**src/rtl/qeps_pkg.sv**
```systemverilog
// ----------------------------------------------------------------------------
// qeps_pkg
// Shared types, codes and helpers for the quadrature encoder PD servo.
// ----------------------------------------------------------------------------
package qeps_pkg;

    localparam int QEPS_POS_BITS_DEFAULT = 16;

    // fixed field and arithmetic widths
    localparam int QEPS_LIM_W   = 10;   // limits, ids, command argument
    localparam int QEPS_GAIN_W  = 8;
    localparam int QEPS_PROD_W  = QEPS_LIM_W + QEPS_GAIN_W;
    localparam int QEPS_REACT_W = QEPS_PROD_W + 2;
    localparam int QEPS_DATA_W  = 32;
    localparam int QEPS_ADDR_W  = 5;

    // item kinds
    localparam logic [1:0] FUNC_ENC  = 2'd0;
    localparam logic [1:0] FUNC_TICK = 2'd1;
    localparam logic [1:0] FUNC_CMD  = 2'd2;

    // command codes
    localparam logic [3:0] CMD_LISTEN  = 4'd0;
    localparam logic [3:0] CMD_IGNORE  = 4'd1;
    localparam logic [3:0] CMD_ONCE    = 4'd2;
    localparam logic [3:0] CMD_FLAGS   = 4'd3;
    localparam logic [3:0] CMD_TARGET  = 4'd4;
    localparam logic [3:0] CMD_CACHED  = 4'd5;
    localparam logic [3:0] CMD_CURRENT = 4'd6;
    localparam logic [3:0] CMD_POS     = 4'd7;
    localparam logic [3:0] CMD_MODEL   = 4'd8;

    localparam logic [QEPS_LIM_W-1:0] ADDR_ALL   = 10'd256;
    localparam logic [QEPS_LIM_W-1:0] CHAIN_IDLE = 10'd1023;

    // reply tags
    localparam logic [1:0] TAG_POS     = 2'd0;
    localparam logic [1:0] TAG_CURRENT = 2'd1;
    localparam logic [1:0] TAG_MODEL   = 2'd2;

    // listen mode bits
    localparam logic [1:0] LISTEN_ONCE   = 2'b01;
    localparam logic [1:0] LISTEN_ALWAYS = 2'b10;

    // register map (word index)
    localparam logic [2:0] REG_SERVO_ID    = 3'd0;
    localparam logic [2:0] REG_MODEL       = 3'd1;
    localparam logic [2:0] REG_PROP_GAIN   = 3'd2;
    localparam logic [2:0] REG_DERIV_GAIN  = 3'd3;
    localparam logic [2:0] REG_PROP_LIMIT  = 3'd4;
    localparam logic [2:0] REG_DERIV_LIMIT = 3'd5;

    localparam logic [QEPS_LIM_W-1:0]  RST_SERVO_ID    = 10'd0;
    localparam logic [QEPS_LIM_W-1:0]  RST_MODEL       = 10'd13;
    localparam logic [QEPS_GAIN_W-1:0] RST_PROP_GAIN   = 8'd40;
    localparam logic [QEPS_GAIN_W-1:0] RST_DERIV_GAIN  = 8'd30;
    localparam logic [QEPS_LIM_W-1:0]  RST_PROP_LIMIT  = 10'd200;
    localparam logic [QEPS_LIM_W-1:0]  RST_DERIV_LIMIT = 10'd200;

    localparam logic [7:0] DUTY_MAX = 8'd255;

    // encoder step codes, two's complement
    localparam logic [1:0] STEP_NONE = 2'b00;
    localparam logic [1:0] STEP_UP   = 2'b01;
    localparam logic [1:0] STEP_DOWN = 2'b11;

    // fields that ride along with an item to the result register
    typedef struct packed {
        logic        reply_valid;
        logic [15:0] reply_word;
        logic        drive_enabled;
        logic [15:0] shaft_position;
    } qeps_status_t;

    // index is {new pins, old pins}
    function automatic logic [1:0] qeps_quad_step(input logic [3:0] idx);
        logic [1:0] step;
        case (idx) inside
            4'd1, 4'd7, 4'd8, 4'd14:  step = STEP_UP;
            4'd2, 4'd4, 4'd11, 4'd13: step = STEP_DOWN;
            default:                  step = STEP_NONE;
        endcase
        return step;
    endfunction

    // value bits 9..3 go to the high byte, bits 2..0 and tag to the low byte
    function automatic logic [15:0] qeps_pack_reply(input logic [QEPS_LIM_W-1:0] v,
                                                    input logic [1:0] tag);
        return {1'b1, v[9:3], 3'b000, tag, v[2:0]};
    endfunction

endpackage

```
**src/rtl/quad_encoder_pd_servo_controller.sv**
```systemverilog
// ----------------------------------------------------------------------------
// quad_encoder_pd_servo_controller
// Quadrature position counter, two-byte command decoder and PD loop.
// ----------------------------------------------------------------------------
// Usage:
//   Input channel (item_valid/item_ready) carries one item per transfer:
//   func selects an encoder pin sample, a control tick or a command byte.
//   Output channel (result_valid/result_ready) returns exactly one result
//   per item: reply word if a query matched, plus drive duty, direction,
//   enable and the current position count.
//   APB port holds servo_id, model_number, gains and clamp limits; write
//   them only while no item is in flight.
// Timing:
//   Five-stage pipeline (input register, state update, divide-by-ten
//   multiply, gain multiply, reaction/saturation into the result register).
//   A result is valid after its item passes all five registers; one item per
//   cycle is sustained while result_ready is high. Stages advance on their own,
//   so the front takes items while a result waits, until all five are full.
// Reset: all state clears, chain address idles at 1023, config registers
//   return to their defaults.
// ----------------------------------------------------------------------------
module quad_encoder_pd_servo_controller
    import qeps_pkg::*;
#(
    parameter int POS_BITS = QEPS_POS_BITS_DEFAULT
)
(
    input  logic                   clk,
    input  logic                   rst_n,
    // item channel
    input  logic                   item_valid,
    output logic                   item_ready,
    input  logic [1:0]             func,
    input  logic [1:0]             enc_ab,
    input  logic [7:0]             rx_byte,
    // result channel
    output logic                   result_valid,
    input  logic                   result_ready,
    output logic                   reply_valid,
    output logic [15:0]            reply_word,
    output logic [7:0]             pwm_duty,
    output logic                   drive_forward,
    output logic                   drive_enabled,
    output logic signed [15:0]     shaft_position,
    // configuration
    input  logic                   psel,
    input  logic                   penable,
    input  logic                   pwrite,
    input  logic [QEPS_ADDR_W-1:0] paddr,
    input  logic [QEPS_DATA_W-1:0] pwdata,
    output logic [QEPS_DATA_W-1:0] prdata,
    output logic                   pready
);

    // error / 10 as (|err| * M) >> (POS_BITS + 3); exact for all |err| < 2^POS_BITS
    localparam int QW  = POS_BITS - 3;
    localparam int CMPW = (QW > QEPS_LIM_W) ? QW : QEPS_LIM_W;
    localparam logic [POS_BITS-1:0] DIV10_MUL =
        POS_BITS'(((64'd1 << (POS_BITS + 3)) + 64'd9) / 64'd10);

    typedef struct packed {
        logic [1:0] func;
        logic [1:0] enc_ab;
        logic [7:0] rx_byte;
    } stage0_t;

    typedef struct packed {
        logic                tick;
        logic                err_neg;
        logic [POS_BITS-1:0] err_abs;
        logic                dif_neg;
        logic [POS_BITS-1:0] dif_abs;
        qeps_status_t        status;
    } stage1_t;

    typedef struct packed {
        logic                  tick;
        logic                  tp_neg;
        logic [QW-1:0]         quot;
        logic                  td_neg;
        logic [QEPS_LIM_W-1:0] td_mag;
        qeps_status_t          status;
    } stage2_t;

    typedef struct packed {
        logic                   tick;
        logic                   tp_neg;
        logic [QEPS_PROD_W-1:0] p_mag;
        logic                   td_neg;
        logic [QEPS_PROD_W-1:0] d_mag;
        qeps_status_t           status;
    } stage3_t;

    // ---------------------------------------------------------------- config
    logic [QEPS_LIM_W-1:0]  servo_id_reg;
    logic [QEPS_LIM_W-1:0]  model_reg;
    logic [QEPS_GAIN_W-1:0] prop_gain_reg;
    logic [QEPS_GAIN_W-1:0] deriv_gain_reg;
    logic [QEPS_LIM_W-1:0]  prop_limit_reg;
    logic [QEPS_LIM_W-1:0]  deriv_limit_reg;
    logic                   cfg_write;
    logic [2:0]             cfg_index;

    assign pready    = 1'b1;
    assign cfg_index = paddr[QEPS_ADDR_W-1:2];
    assign cfg_write = psel && penable && pwrite && pready;

    always_ff @(posedge clk or negedge rst_n)
    begin
        if (!rst_n)
        begin
            servo_id_reg    <= RST_SERVO_ID;
            model_reg       <= RST_MODEL;
            prop_gain_reg   <= RST_PROP_GAIN;
            deriv_gain_reg  <= RST_DERIV_GAIN;
            prop_limit_reg  <= RST_PROP_LIMIT;
            deriv_limit_reg <= RST_DERIV_LIMIT;
        end
        else if (cfg_write)
        begin
            unique case (cfg_index)
                REG_SERVO_ID:    servo_id_reg    <= pwdata[QEPS_LIM_W-1:0];
                REG_MODEL:       model_reg       <= pwdata[QEPS_LIM_W-1:0];
                REG_PROP_GAIN:   prop_gain_reg   <= pwdata[QEPS_GAIN_W-1:0];
                REG_DERIV_GAIN:  deriv_gain_reg  <= pwdata[QEPS_GAIN_W-1:0];
                REG_PROP_LIMIT:  prop_limit_reg  <= pwdata[QEPS_LIM_W-1:0];
                REG_DERIV_LIMIT: deriv_limit_reg <= pwdata[QEPS_LIM_W-1:0];
                default: ;  // writes past the map are dropped
            endcase
        end
    end

    always_comb
    begin
        unique case (cfg_index)
            REG_SERVO_ID:    prdata = QEPS_DATA_W'(servo_id_reg);
            REG_MODEL:       prdata = QEPS_DATA_W'(model_reg);
            REG_PROP_GAIN:   prdata = QEPS_DATA_W'(prop_gain_reg);
            REG_DERIV_GAIN:  prdata = QEPS_DATA_W'(deriv_gain_reg);
            REG_PROP_LIMIT:  prdata = QEPS_DATA_W'(prop_limit_reg);
            REG_DERIV_LIMIT: prdata = QEPS_DATA_W'(deriv_limit_reg);
            default:         prdata = '0;
        endcase
    end

    // ---------------------------------------------------------- flow control
    // Each stage loads when it is empty or its occupant moves on.
    logic    s0_valid_reg, s1_valid_reg, s2_valid_reg, s3_valid_reg, result_valid_reg;
    logic    out_free, s3_free, s2_free, s1_free, s0_free;
    logic    s0_go, s1_go, s2_go, s3_go, item_take;
    stage0_t s0_reg;
    stage1_t s1_reg, s1_next;
    stage2_t s2_reg, s2_next;
    stage3_t s3_reg, s3_next;
    qeps_status_t result_status_reg;

    assign out_free  = !result_valid_reg || result_ready;
    assign s3_go     = s3_valid_reg && out_free;
    assign s3_free   = !s3_valid_reg || out_free;
    assign s2_go     = s2_valid_reg && s3_free;
    assign s2_free   = !s2_valid_reg || s3_free;
    assign s1_go     = s1_valid_reg && s2_free;
    assign s1_free   = !s1_valid_reg || s2_free;
    assign s0_go     = s0_valid_reg && s1_free;
    assign s0_free   = !s0_valid_reg || s1_free;
    assign item_ready = s0_free;
    assign item_take  = item_valid && item_ready;

    always_ff @(posedge clk or negedge rst_n)
    begin
        if (!rst_n)
        begin
            s0_valid_reg     <= 1'b0;
            s1_valid_reg     <= 1'b0;
            s2_valid_reg     <= 1'b0;
            s3_valid_reg     <= 1'b0;
            result_valid_reg <= 1'b0;
        end
        else
        begin
            if (item_take)
                s0_valid_reg <= 1'b1;
            else if (s0_go)
                s0_valid_reg <= 1'b0;
            if (s0_go)
                s1_valid_reg <= 1'b1;
            else if (s1_go)
                s1_valid_reg <= 1'b0;
            if (s1_go)
                s2_valid_reg <= 1'b1;
            else if (s2_go)
                s2_valid_reg <= 1'b0;
            if (s2_go)
                s3_valid_reg <= 1'b1;
            else if (s3_go)
                s3_valid_reg <= 1'b0;
            if (s3_go)
                result_valid_reg <= 1'b1;
            else if (result_ready)
                result_valid_reg <= 1'b0;
        end
    end

    // payload registers, no reset needed
    always_ff @(posedge clk)
    begin
        if (item_take)
            s0_reg <= '{func: func, enc_ab: enc_ab, rx_byte: rx_byte};
        if (s0_go)
            s1_reg <= s1_next;
        if (s1_go)
            s2_reg <= s2_next;
        if (s2_go)
            s3_reg <= s3_next;
        if (s3_go)
            result_status_reg <= s3_reg.status;
    end

    // ------------------------------------------------- state update stage
    logic [POS_BITS-1:0]   enc_position_reg, enc_position_next;
    logic [1:0]            prev_pins_reg, prev_pins_next;
    logic [POS_BITS-1:0]   previous_error_reg, previous_error_next;
    logic [POS_BITS-1:0]   target_reg, target_next;
    logic [POS_BITS-1:0]   cached_reg, cached_next;
    logic [1:0]            listen_mode_reg, listen_mode_next;
    logic [QEPS_LIM_W-1:0] chain_address_reg, chain_address_next;
    logic                  frame_half_reg, frame_half_next;
    logic [3:0]            pending_cmd_reg, pending_cmd_next;
    logic [QEPS_LIM_W-1:0] pending_arg_reg, pending_arg_next;
    logic                  output_on_reg, output_on_next;
    logic [7:0]            duty_reg, duty_next;
    logic                  dir_reg, dir_next;

    logic [POS_BITS-1:0]   err, dif;
    logic [1:0]            step;
    logic [QEPS_LIM_W-1:0] cmd_arg;
    logic                  addr_hit, id_hit;
    logic [31:0]           pos_wide;
    logic                  reply_v;
    logic [15:0]           reply_w;

    assign err      = target_reg - enc_position_reg;
    assign dif      = previous_error_reg - err;
    assign step     = qeps_quad_step({s0_reg.enc_ab, prev_pins_reg});
    assign cmd_arg  = {s0_reg.rx_byte[6:0], pending_arg_reg[2:0]};
    assign id_hit   = (cmd_arg == servo_id_reg);
    assign addr_hit = id_hit || (cmd_arg == ADDR_ALL);

    always_comb
    begin
        enc_position_next   = enc_position_reg;
        prev_pins_next      = prev_pins_reg;
        previous_error_next = previous_error_reg;
        target_next         = target_reg;
        cached_next         = cached_reg;
        listen_mode_next    = listen_mode_reg;
        chain_address_next  = chain_address_reg;
        frame_half_next     = frame_half_reg;
        pending_cmd_next    = pending_cmd_reg;
        pending_arg_next    = pending_arg_reg;
        output_on_next      = output_on_reg;
        reply_v             = 1'b0;
        reply_w             = '0;

        unique case (s0_reg.func)
            FUNC_ENC:
            begin
                enc_position_next = enc_position_reg
                                  + {{(POS_BITS-2){step[1]}}, step};
                prev_pins_next    = s0_reg.enc_ab;
            end
            FUNC_TICK:
            begin
                previous_error_next = err;
            end
            FUNC_CMD:
            begin
                if (!frame_half_reg)
                begin
                    // stray second bytes are dropped here
                    if (!s0_reg.rx_byte[7])
                    begin
                        frame_half_next  = 1'b1;
                        pending_cmd_next = s0_reg.rx_byte[6:3];
                        pending_arg_next = {pending_arg_reg[9:3], s0_reg.rx_byte[2:0]};
                    end
                end
                else
                begin
                    frame_half_next = 1'b0;
                    // a first byte in second position breaks the frame
                    if (s0_reg.rx_byte[7])
                    begin
                        pending_arg_next = cmd_arg;
                        unique case (pending_cmd_reg)
                            CMD_LISTEN:
                            begin
                                chain_address_next = CHAIN_IDLE;
                                if (addr_hit)
                                    listen_mode_next = listen_mode_reg | LISTEN_ALWAYS;
                            end
                            CMD_IGNORE:
                            begin
                                chain_address_next = CHAIN_IDLE;
                                if (addr_hit)
                                    listen_mode_next = 2'b00;
                            end
                            CMD_ONCE:
                            begin
                                chain_address_next = CHAIN_IDLE;
                                if (addr_hit)
                                    listen_mode_next = listen_mode_reg | LISTEN_ONCE;
                                else if (cmd_arg[9])
                                begin
                                    // start a chain at arg - 512
                                    chain_address_next = {1'b0, cmd_arg[8:0]};
                                    listen_mode_next = ({1'b0, cmd_arg[8:0]} == servo_id_reg)
                                                     ? LISTEN_ONCE : 2'b00;
                                end
                            end
                            CMD_FLAGS:
                            begin
                                if (cmd_arg[0])
                                    target_next = cached_reg;
                                if (cmd_arg[3] && (listen_mode_reg != 2'b00))
                                    target_next = enc_position_reg;
                                if (cmd_arg[1])
                                begin
                                    if (listen_mode_reg != 2'b00)
                                        output_on_next = 1'b1;
                                end
                                else if (cmd_arg[2])
                                begin
                                    if (listen_mode_reg != 2'b00)
                                        output_on_next = 1'b0;
                                end
                            end
                            CMD_TARGET:
                            begin
                                if (listen_mode_reg != 2'b00)
                                    target_next = POS_BITS'(cmd_arg);
                            end
                            CMD_CACHED:
                            begin
                                if (listen_mode_reg != 2'b00)
                                    cached_next = POS_BITS'(cmd_arg);
                            end
                            CMD_CURRENT:
                            begin
                                reply_v = id_hit;
                                reply_w = qeps_pack_reply('0, TAG_CURRENT);
                            end
                            CMD_POS:
                            begin
                                reply_v = id_hit;
                                reply_w = qeps_pack_reply(enc_position_reg[QEPS_LIM_W-1:0],
                                                          TAG_POS);
                            end
                            CMD_MODEL:
                            begin
                                reply_v = id_hit;
                                reply_w = qeps_pack_reply(model_reg, TAG_MODEL);
                            end
                            default: ;  // unknown commands do nothing
                        endcase

                        // addressed commands consume the one-time bit, step the chain
                        if ((pending_cmd_reg == CMD_FLAGS) || (pending_cmd_reg == CMD_TARGET)
                            || (pending_cmd_reg == CMD_CACHED))
                        begin
                            listen_mode_next = listen_mode_next & LISTEN_ALWAYS;
                            if (chain_address_reg != CHAIN_IDLE)
                            begin
                                chain_address_next = chain_address_reg + 1'b1;
                                if (chain_address_next == servo_id_reg)
                                    listen_mode_next = LISTEN_ONCE;
                            end
                        end
                    end
                end
            end
            default: ;  // unused kind
        endcase
    end

    assign pos_wide = 32'(enc_position_next);

    always_comb
    begin
        s1_next.tick                  = (s0_reg.func == FUNC_TICK);
        s1_next.err_neg               = err[POS_BITS-1];
        s1_next.err_abs               = err[POS_BITS-1] ? (~err + 1'b1) : err;
        s1_next.dif_neg               = dif[POS_BITS-1];
        s1_next.dif_abs               = dif[POS_BITS-1] ? (~dif + 1'b1) : dif;
        s1_next.status.reply_valid    = reply_v;
        s1_next.status.reply_word     = reply_v ? reply_w : '0;
        s1_next.status.drive_enabled  = output_on_next;
        s1_next.status.shaft_position = pos_wide[15:0];
    end

    always_ff @(posedge clk or negedge rst_n)
    begin
        if (!rst_n)
        begin
            enc_position_reg   <= '0;
            prev_pins_reg      <= '0;
            previous_error_reg <= '0;
            target_reg         <= '0;
            cached_reg         <= '0;
            listen_mode_reg    <= '0;
            chain_address_reg  <= CHAIN_IDLE;
            frame_half_reg     <= 1'b0;
            pending_cmd_reg    <= '0;
            pending_arg_reg    <= '0;
            output_on_reg      <= 1'b0;
        end
        else if (s0_go)
        begin
            enc_position_reg   <= enc_position_next;
            prev_pins_reg      <= prev_pins_next;
            previous_error_reg <= previous_error_next;
            target_reg         <= target_next;
            cached_reg         <= cached_next;
            listen_mode_reg    <= listen_mode_next;
            chain_address_reg  <= chain_address_next;
            frame_half_reg     <= frame_half_next;
            pending_cmd_reg    <= pending_cmd_next;
            pending_arg_reg    <= pending_arg_next;
            output_on_reg      <= output_on_next;
        end
    end

    // --------------------------------------------- divide-by-ten stage
    logic [2*POS_BITS-1:0] div_prod;

    assign div_prod = (2*POS_BITS)'(s1_reg.err_abs) * (2*POS_BITS)'(DIV10_MUL);

    always_comb
    begin
        s2_next.tick   = s1_reg.tick;
        s2_next.tp_neg = s1_reg.err_neg;
        s2_next.quot   = div_prod[2*POS_BITS-1:POS_BITS+3];
        s2_next.td_neg = s1_reg.dif_neg;
        s2_next.td_mag = (s1_reg.dif_abs > POS_BITS'(deriv_limit_reg))
                       ? deriv_limit_reg : s1_reg.dif_abs[QEPS_LIM_W-1:0];
        s2_next.status = s1_reg.status;
    end

    // --------------------------------------------------- gain stage
    logic [CMPW-1:0]       quot_ext;
    logic [QEPS_LIM_W-1:0] tp_mag;

    assign quot_ext = CMPW'(s2_reg.quot);
    assign tp_mag   = (quot_ext > CMPW'(prop_limit_reg))
                    ? prop_limit_reg : quot_ext[QEPS_LIM_W-1:0];

    always_comb
    begin
        s3_next.tick   = s2_reg.tick;
        s3_next.tp_neg = s2_reg.tp_neg;
        s3_next.p_mag  = QEPS_PROD_W'(tp_mag) * QEPS_PROD_W'(prop_gain_reg);
        s3_next.td_neg = s2_reg.td_neg;
        s3_next.d_mag  = QEPS_PROD_W'(s2_reg.td_mag) * QEPS_PROD_W'(deriv_gain_reg);
        s3_next.status = s2_reg.status;
    end

    // ------------------------------------------- reaction / saturation
    logic [QEPS_REACT_W-1:0] p_term, d_term, reaction, react_abs;
    logic                    react_neg;

    assign p_term    = s3_reg.tp_neg ? (~QEPS_REACT_W'(s3_reg.p_mag) + 1'b1)
                                     : QEPS_REACT_W'(s3_reg.p_mag);
    assign d_term    = s3_reg.td_neg ? (~QEPS_REACT_W'(s3_reg.d_mag) + 1'b1)
                                     : QEPS_REACT_W'(s3_reg.d_mag);
    assign reaction  = p_term - d_term;
    assign react_neg = reaction[QEPS_REACT_W-1];
    assign react_abs = react_neg ? (~reaction + 1'b1) : reaction;

    always_comb
    begin
        duty_next = duty_reg;
        dir_next  = dir_reg;
        if (s3_reg.tick)
        begin
            duty_next = (|react_abs[QEPS_REACT_W-1:8]) ? DUTY_MAX : react_abs[7:0];
            dir_next  = !react_neg && (reaction != '0);
        end
    end

    // duty/dir change only when an item enters the result register,
    // so they always match the result on display
    always_ff @(posedge clk or negedge rst_n)
    begin
        if (!rst_n)
        begin
            duty_reg <= '0;
            dir_reg  <= 1'b0;
        end
        else if (s3_go)
        begin
            duty_reg <= duty_next;
            dir_reg  <= dir_next;
        end
    end

    // --------------------------------------------------------- outputs
    assign result_valid   = result_valid_reg;
    assign reply_valid    = result_status_reg.reply_valid;
    assign reply_word     = result_status_reg.reply_word;
    assign drive_enabled  = result_status_reg.drive_enabled;
    assign shaft_position = result_status_reg.shaft_position;
    assign pwm_duty       = duty_reg;
    assign drive_forward  = dir_reg;

    // ------------------------------------------------------- assertions
    a_dir_needs_duty: assert property (@(posedge clk) disable iff (!rst_n)
        dir_reg |-> (duty_reg != '0))
        else $error("forward drive with zero duty");

    a_reply_format: assert property (@(posedge clk) disable iff (!rst_n)
        (result_valid_reg && result_status_reg.reply_valid)
            |-> (result_status_reg.reply_word[15] && (result_status_reg.reply_word[7:5] == 3'b000)))
        else $error("malformed reply word");

    a_duty_from_tick: assert property (@(posedge clk) disable iff (!rst_n)
        !$stable(duty_reg) |-> $past(s3_go && s3_reg.tick))
        else $error("duty changed without a control tick");

    a_pos_from_enc: assert property (@(posedge clk) disable iff (!rst_n)
        !$stable(enc_position_reg) |-> $past(s0_go && (s0_reg.func == FUNC_ENC)))
        else $error("position changed without an encoder sample");

endmodule
```
**config.mk**
```make
export PLATFORM = sky130hd
export DESIGN_NAME = quad_encoder_pd_servo_controller
export DESIGN_NICKNAME = d
export VERILOG_FILES = /design/src/rtl/qeps_pkg.sv /design/src/rtl/quad_encoder_pd_servo_controller.sv
export SDC_FILE = /design/constraint.sdc
export NUM_CORES = 1
export LEC_CHECK = 0
export BUFFER_PORTS_ARGS = -buffer_cell sky130_fd_sc_hd__buf_2
export CORE_MARGIN = 1
export CORE_UTILIZATION = 52
export CTS_CLUSTER_DIAMETER = 40
export DETAILED_ROUTE_END_ITERATION = 7
export GPL_TIMING_DRIVEN = 1
export PLACE_DENSITY = 0.69
export SYNTH_ARGS = -nofsm -noshare
export SYNTH_HDL_FRONTEND = slang
export SYNTH_SLANG_ARGS = --single-unit
```
**constraint.sdc**
```tcl
create_clock -name clk -period 22.2 [get_ports clk]
set_input_delay 0 -clock clk [delete_from_list [all_inputs] [get_ports clk]]
set_output_delay 0 -clock clk [all_outputs]
set_load 0.01 [all_outputs]
```
======== Word level (Yosys, flattened, before mapping) ========
Index checks and enable logic that the tools add are counted.
cells by class
  add/sub/neg operators ................... 10
  $mul .................................... 3
  divide/modulo/power cells ............... 0
  $lt $le $gt $ge ......................... 2
  equality and inequality tests ........... 33
  shift operators ......................... 0
  multiplexer cells ....................... 57
  bitwise operators ....................... 7
  reduce and logical (&&, ||, !) cells .... 56
operators with widths
  operator                                             count
  2-to-1 mux 16 bit                                    4
  adder 20 x 1 -> 20 bit, second input constant        3
  2-to-1 mux 10 bit                                    6
  2-to-1 mux 20 bit                                    3
  one-hot mux 10 bit (6 select lines)                  1
  one-hot mux 16 bit (3 select lines)                  1
  NOT 18 -> 20 bit                                     2
  multiplier 10 x 8 -> 18 bit                          2
  adder 16 x 1 -> 16 bit, second input constant        2
  multiplier 16 x 16 -> 32 bit, second input constant  1
  NOT 16 bit                                           2
  one-hot mux 16 bit (2 select lines)                  1
  subtractor 16 bit                                    2
  2-to-1 mux 15 bit                                    2
  2-to-1 mux 1 bit                                     25
  == test 4 x 3 -> 1 bit, second input constant        6
  == test 10 bit                                       2
  == test 4 bit, second input constant                 5
  NOT 20 bit                                           1
  one-hot mux 10 bit (2 select lines)                  1
  AND reduction 2 bit                                  10
  nonzero test 20 bit                                  1
  subtractor 20 bit                                    1
  2-to-1 mux 2 bit                                     9
  other kinds (37)                                     75
word-level totals
  register bits ........................... 399
  latch bits .............................. 0
  memory bits (writable) .................. 0
  memory bits (read-only) ................. 0
  input port bits ......................... 56
  output and inout port bits .............. 78
  logic and storage cells ................. 229
  memories ................................ 0

======== Longest topological paths before layout ========
Gate-level depths: netlist of run 1.
  depth in word-level cells ............... 9
  depth in mapped cells ................... 35
  gate-level depth less buffers ........... 34

======== Worst setup path after synthesis of run 1 ========
Ideal clock, no wire load.
  path type ............................... reg-to-reg
  from .................................... reg prop_limit_reg[1]
  to ...................................... reg s3_reg[70] in the netlist's numbering (data pin)
  setup time .............................. 0.167 ns
  data arrival time ....................... 7.098 ns
  required time ........................... 22.033 ns
  path slack .............................. 14.935 ns
  stages on the path, launching flop included .. 34
  buffers on the path ..................... 1
  period minus slack after synthesis ...... 7.265 ns
  path through ............................ dfrtp_1 inv_1 ha_1 nor2b_1 o21a_1 o21a_1 o21a_1 o21a_1 o21a_1 o21a_1 o21ai_0 nand2b_1 a31oi_1 buf_1 mux2i_1 nand2b_1 fa_1 fa_1 inv_1 fa_1 inv_1 fa_1 inv_1 ha_1 a21boi_0 o21ai_0 a21boi_0 o21ai_0 a21boi_0 o21ai_0 nand2b_1 a31oi_1 nor2_1 a211oi_1
RTL lines
  item                      RTL line                                 RTL
  start: declaration        quad_encoder_pd_servo_controller.sv:99   logic [QEPS_LIM_W-1:0] prop_limit_reg;
  start signal: assignment  quad_encoder_pd_servo_controller.sv:126  REG_PROP_LIMIT: prop_limit_reg <= pwdata[QEPS_LIM_W-1:0];
  end signal: assignment    quad_encoder_pd_servo_controller.sv:214  s3_reg <= s3_next;
  end: declaration          quad_encoder_pd_servo_controller.sv:154  stage3_t s3_reg, s3_next;

==> metrics, run 1 <==
post-route insts no fill=3695; TritonCTS clock tree=yes; clock latency on the worst-skew pair=0.61 ns; Mapped Cells=roughly 2800; post-CTS sizing=0; Slew HR=around a fifth; Slowest-stage cell, CP=mux2i_1; commonest non-fill, non-tap cell in the layout=inv_1; IO Count=134; placed cells=approximately 3600; top_reg_cell synth=edfxtp_1; final hold vios=0; full die area=roughly 57000 µm²; largest stage delay on the critical path=0.78 ns; RePlAce Congestion=0.914; DRT Pass-1 Iters=8; Setup Skew=0.0170 ns; WL/cell=17.9 µm; Placed Area=30400 µm²; clock slew at reported path FFs=approximately 0.06 ns; sequential-to-total area share from yosys stat=37.1%; initial antenna violation count=5; Hold WS=0.0879 ns; Synth async-reset ratio=39.0%; Yosys reg bits=about 390; Area Overhead vs Synth=11.7%; post-synthesis instance area=29400 µm²; Die H=240 µm; max FFs per register=70; CTS H-tree depth=2; Worst Setup Path Type=reg -> reg; clk buf depth=3; GRT Util Overall=a little under a quarter; Worst Path Max Fanout=10; failing checks=design-rule violations; EDFF count, synth=236; warnings from Yosys=0; dpl hpwl=50900 µm; most frequent cells in the layout=inv_1, ha_1, edfxtp_1; CTS sink cnt=387; CTS Buf Count=slightly below 60; drt via density=5.50; Hold WC Path Type=in -> reg; status=finished, violations left; design area=32800 µm²; WP data arrival=8.24 ns; postcts setup bufs=0; largest net degree at the start of global routing=80; period utilization=35.1%; Tmin final=7.80 ns; core area=55400 µm²; total grt overflow=0; Initial Util=a little over half; WL final=66100 µm; Slew Limit Fails=0; cell mode on critical path=o21a_1; vias after detailed routing=20300; cell count along the critical path=32; Final setup viols=0; Nets=3430; share of cells above drive strength 1=11.6%; maxcap violations=0; critical path required time=22.63 ns; Rows=86; Iter 0 DRT Violations=about 1200; PortBufs=83; hold path depth=2; first-pass GRT wire length=approximately 110000 µm; crit start category=flop; Crit. End Element=flop; # DRC=1; CP Buf/Inv Count=4; Die Width=240 µm; CTS Root Cell=clkbuf_16; cell count of the worst reg-to-reg path=32; Max Freq=128 MHz; Post-DRT Antenna Nets=0; unrepaired setup endpoints after global routing=false; Fin Setup TNS=0 ns; Slew @ Worst Pin=1.21 ns; Synth cell types=80; vias in the first global route=20900; syn avg cell area=~11 µm²; delay-heaviest family, CP=compound AO/OA/AOI/OAI gates
synthesized netlist by cell type (all sizes together) (22+ instances only):
cell / instances / area share [%]
inv: 344 / 4.4
ha: 297 / 13
edfxtp: 236 / 24
nand2: 210 / 2.7
fa: 181 / 12
o21ai: 166 / 2.8
nor2: 150 / 1.9
dfrtp: 126 / 11
xnor2: 119 / 3.5
a21oi: 107 / 1.8
nor2b: 100 / 2.1
mux2: 90 / 3.5
clkbuf: 63 / 0.81
xor2: 60 / 1.8
and2: 58 / 1.2
nand2b: 37 / 0.79
nand3: 37 / 0.63
nor3: 35 / 0.61
buf: 32 / 0.75
a21o: 29 / 0.74
dfstp: 25 / 2.2
mux2i: 25 / 0.85
o21a: 22 / 0.56
final timing paths:
check / startpoint / endpoint / slack (ns)
hold reg to reg: s2_reg[26]$_DFFE_PP_ / s3_reg[26]$_DFFE_PP_ / 0.41
hold / removal: rx_byte[4] / cmd_arg[7]$_DFFE_PP_ / 0.09
min in group asynchronous: rst_n / s2_valid_reg$_DFFE_PN0P_ / 0.47
setup / recovery: quot_ext[1]$_DFFE_PP_ / s3_reg[70]$_DFFE_PP_ / 14.40
max in group asynchronous: rst_n / prop_gain_reg[4]$_DFFE_PN0P_ / 20.22
setup reg to reg: quot_ext[1]$_DFFE_PP_ / s3_reg[70]$_DFFE_PP_ / 14.40
stage by stage:
stage | utilization [%] | setup WS, ns
finish | 59.2 | 14.40
global route | 59.2 | 13.70
CTS | 59.2 | 14.40
detailed placement | 54.9 | 14.46
global placement | 54.9 | 14.52
floorplan | - | 14.93
cell type report:
cell class                 count  area (µm²)
fill                        4486       22600
inverter                     344        1290
antenna                        1        2.50
clock buffer                  70        1580
tap                          748         936
multi-input combinational   1985       16800
clock inverter                40         502
sequential                   387       10900
timing repair buffer         120         769
metal layers:
metal / track usage [%] / part of all wire (%) / vias up
met5: 0 / 0.091 / -
met4: 7.28 / 2.7 / 10
met3: 3.98 / 5.0 / 123
met2: 40.7 / 49 / 488
met1: 30.4 / 43 / 9981
li1: - / - / 9727
cell families after synthesis:
logic type | after synthesis | share of synthesized area, %
compound gates | 454 | 9.57
xor+xnor | 179 | 5.36
fa+ha+maj | 478 | 25.0
buf+inv | 439 | 5.96
flops | 387 | 37.1
mux | 118 | 4.53
other cells | 2 | 0.0256
simple gates | 730 | 12.5
what timing repair did:
item | CTS | global route
setup endpoints to repair | 0 | 0
hold endpoints to repair | 145 | 0
hold buffers | 28 | 0
Power of run 1 is not shown: default switching activity piles up to over one toggle a cycle in this logic, so the estimate is an artifact.
==> run 2: changes to the inputs <==
--- a/config.mk
+++ b/config.mk
@@ -5,13 +5,14 @@
 export SDC_FILE = /design/constraint.sdc
 export NUM_CORES = 1
 export LEC_CHECK = 0
+export ABC_AREA = 1
 export BUFFER_PORTS_ARGS = -buffer_cell sky130_fd_sc_hd__buf_2
 export CORE_MARGIN = 1
 export CORE_UTILIZATION = 52
 export CTS_CLUSTER_DIAMETER = 40
 export DETAILED_ROUTE_END_ITERATION = 7
 export GPL_TIMING_DRIVEN = 1
-export PLACE_DENSITY = 0.69
+export PLACE_DENSITY = 0.72
 export SYNTH_ARGS = -nofsm -noshare
 export SYNTH_HDL_FRONTEND = slang
 export SYNTH_SLANG_ARGS = --single-unit
==> constraint.sdc (replaced) <==
create_clock -name clk -period 6.7 [get_ports clk]
set_input_delay 0 -clock clk [delete_from_list [all_inputs] [get_ports clk]]
set_output_delay 0 -clock clk [all_outputs]
set_load 0.01 [all_outputs]
==> run 2 against run 1 <==
  * The run ends with antenna violations left
  * Via count grew 15%
  * Critical endpoint is now s3_reg[68]$_DFFE_PP_
  * Synthesized cell count grew 25%
  * Global-route usage grew 0.73 points
  * Critical path depth grew 1
  * Core utilization shrank 0.41 points
  * Flip-flop and latch count is the same
  * Clock skew grew 0.031 ns
  * Routed wire length grew 9.1%
  * Worst hold slack lost 0.020 ns
==> metrics, run 2 <==
status=finished, violations left; failing checks=antenna violations; Finished Core Util=58.8%; first-pass GRT wire length=116000 µm; largest net degree at the start of global routing=86; Setup Skew=0.0475 ns; Tmin final=6.20 ns; setup slack at placement=0.171 ns; warnings from Yosys=0; WP data arrival=6.54 ns; Fin Setup TNS=0 ns; WL final=72100 µm; vias in the first global route=around 23000; Max Freq=161 MHz; RePlAce Congestion=between 0.9 and 1; commonest non-fill, non-tap cell in the layout=nand2_1; largest stage delay on the critical path=0.54 ns; Final setup viols=0; met3 Usage GRT=3.77%; CTS Buf Count=57; vias after detailed routing=23400; final hold vios=0; Area Overhead vs Synth=11.7%; Rows=88; EDFF count, synth=236; most frequent cell after synthesis=nand2_1; Die Width=244 µm; most frequent cells in the layout=nand2_1, inv_1, ha_1; Slew HR=19.3%; Slew Limit Fails=0; drt via density=5.28; Slew @ Worst Pin=1.21 ns; crit start category=flop; Synth cell types=57; total grt overflow=0; Crit. End Element=flop; synth top area cells=edfxtp_1, ha_1, fa_1; initial antenna violation count=1; Die H=244 µm; Nets=between 4000 and 5000; Hold WS=0.0681 ns; Hold WC Path Type=in -> async; CTS sink cnt=387; GRT Util Overall=roughly a quarter; M1 GR Usage=31.7%; IO Count=134; Slowest-stage cell, CP=fa_1; dpl hpwl=55800 µm; WL/cell=around 16 µm; top_reg_cell synth=edfxtp_1; period utilization=92.5%; Mapped Cells=3480; Worst Path Max Fanout=7; Worst Setup Path Type=reg -> reg; TritonCTS clock tree=yes; CTS H-tree depth=2; clk buf depth=3; global route hottest layer=met2; syn avg cell area=around 8.7 µm²; critical path required time=7.05 ns; core area=57700 µm²; sequential-to-total area share from yosys stat=between 30% and 40%; clock latency on the worst-skew pair=approximately 0.64 ns; Synth async-reset ratio=39.0%; Initial Util=52.6%; full die area=a little under 60000 µm²; share of cells above drive strength 1=8.03%; Yosys reg bits=387; GR Util met2=~42%; # DRC=0; reg-to-reg setup timing slack=0.50 ns; CTS Root Cell=clkbuf_16; cell taking the most area after synthesis=edfxtp_1; Iter 0 DRT Violations=1656; clock slew at reported path FFs=approximately 0.06 ns; Post-DRT Antenna Nets=1; post-synthesis instance area=30400 µm²; DRT Pass-1 Iters=6; setup ws final=between 0.5 and 0.6 ns; top cell type's share of synthesized area=23.3%; max FFs per register=70; maxcap violations=0; Synth top cells by count=nand2_1, inv_1, ha_1, nor2_1, o21ai_0; PortBufs=83
-- run 2: changes by cell type in the layout (fill, tap and decap cells not counted), sizes merged, moves of 57 or more --
cell	delta
and2	-57
inv	+309
mux2	-90
nand2	+497
nand3	+75
nor2	+100
nor2b	-100
o21ai	+82
xnor2	-85
-- run 2: cell families (layout without fill, tap and decap cells) --
group,count (synthesis),after routing,share of synthesized area (%)
AO/OA/AOI/OAI,537,538,9.90
XOR/XNOR,142,142,4.15
flip-flops,387,387,35.9
AND/OR/NAND/NOR,1176,1176,16.0
buffers and inverters,758,912,9.86
other,2,32,0.0247
adder cells (fa/ha/maj),478,478,24.2
-- run 2: final cells by class --
cell class	instances	area, µm²
diodes	6	15.0
clock buffers	63	1470
clock inverters	45	556
fillers	4967	23800
inverters	665	2500
multi-input cells	2360	16600
flip-flops and latches	387	10900
well taps	765	957
repair buffers	139	905
-- run 2: what timing repair did --
item                                   in CTS  in global routing
setup endpoints to repair                   0                  5
gates resized for setup                     0                 12
buffers inserted                            0                  4
endpoints found under the hold margin     159                  0
hold buffers                               25                  0
-- run 2: path summary, 6_finish.rpt --
kind,from,end,depth (start not counted)
max,prop_limit_reg[2]$_DFFE_PN0P_,s3_reg[68]$_DFFE_PP_,33
min,rst_n,enc_position_reg[0]$_DFFE_PN0P_,2
max reg2reg,prop_limit_reg[2]$_DFFE_PN0P_,s3_reg[68]$_DFFE_PP_,33
min reg2reg,s1_reg[17]$_SDFFCE_PN0P_,s2_reg[17]$_DFFE_PP_,0
max in group asynchronous,rst_n,cached_reg[3]$_DFFE_PN0P_,3
min in group clk,func[0],s0_reg[10]$_DFFE_PP_,2
-- run 2: worst max-delay path: cells and delay by family, from the launching register on --
kind | cells | cell delay [ns]
fa+ha+maj | 6 | 2.69
flops | 1 | 0.36
simple gates | 7 | 0.70
compound gates | 13 | 1.45
buf+inv | 6 | 0.55
xor+xnor | 1 | 0.14
-- run 2: metrics by stage --
stage	instance area (µm²)	std cells
global route	33900	4424
global placement	31600	4286
detailed placement	31600	4286
CTS	33800	4419
floorplan	30400	3504
finish	33900	4430
-- run 2: metal layers --
metal / up-vias / routed length, µm
met4: 0 / 2280
met1: 11100 / 30900
li1: 11500 / -
met5: - / 0
met3: 146 / 4100
met2: 656 / 34800
Power of run 2 is left out for the same reason.
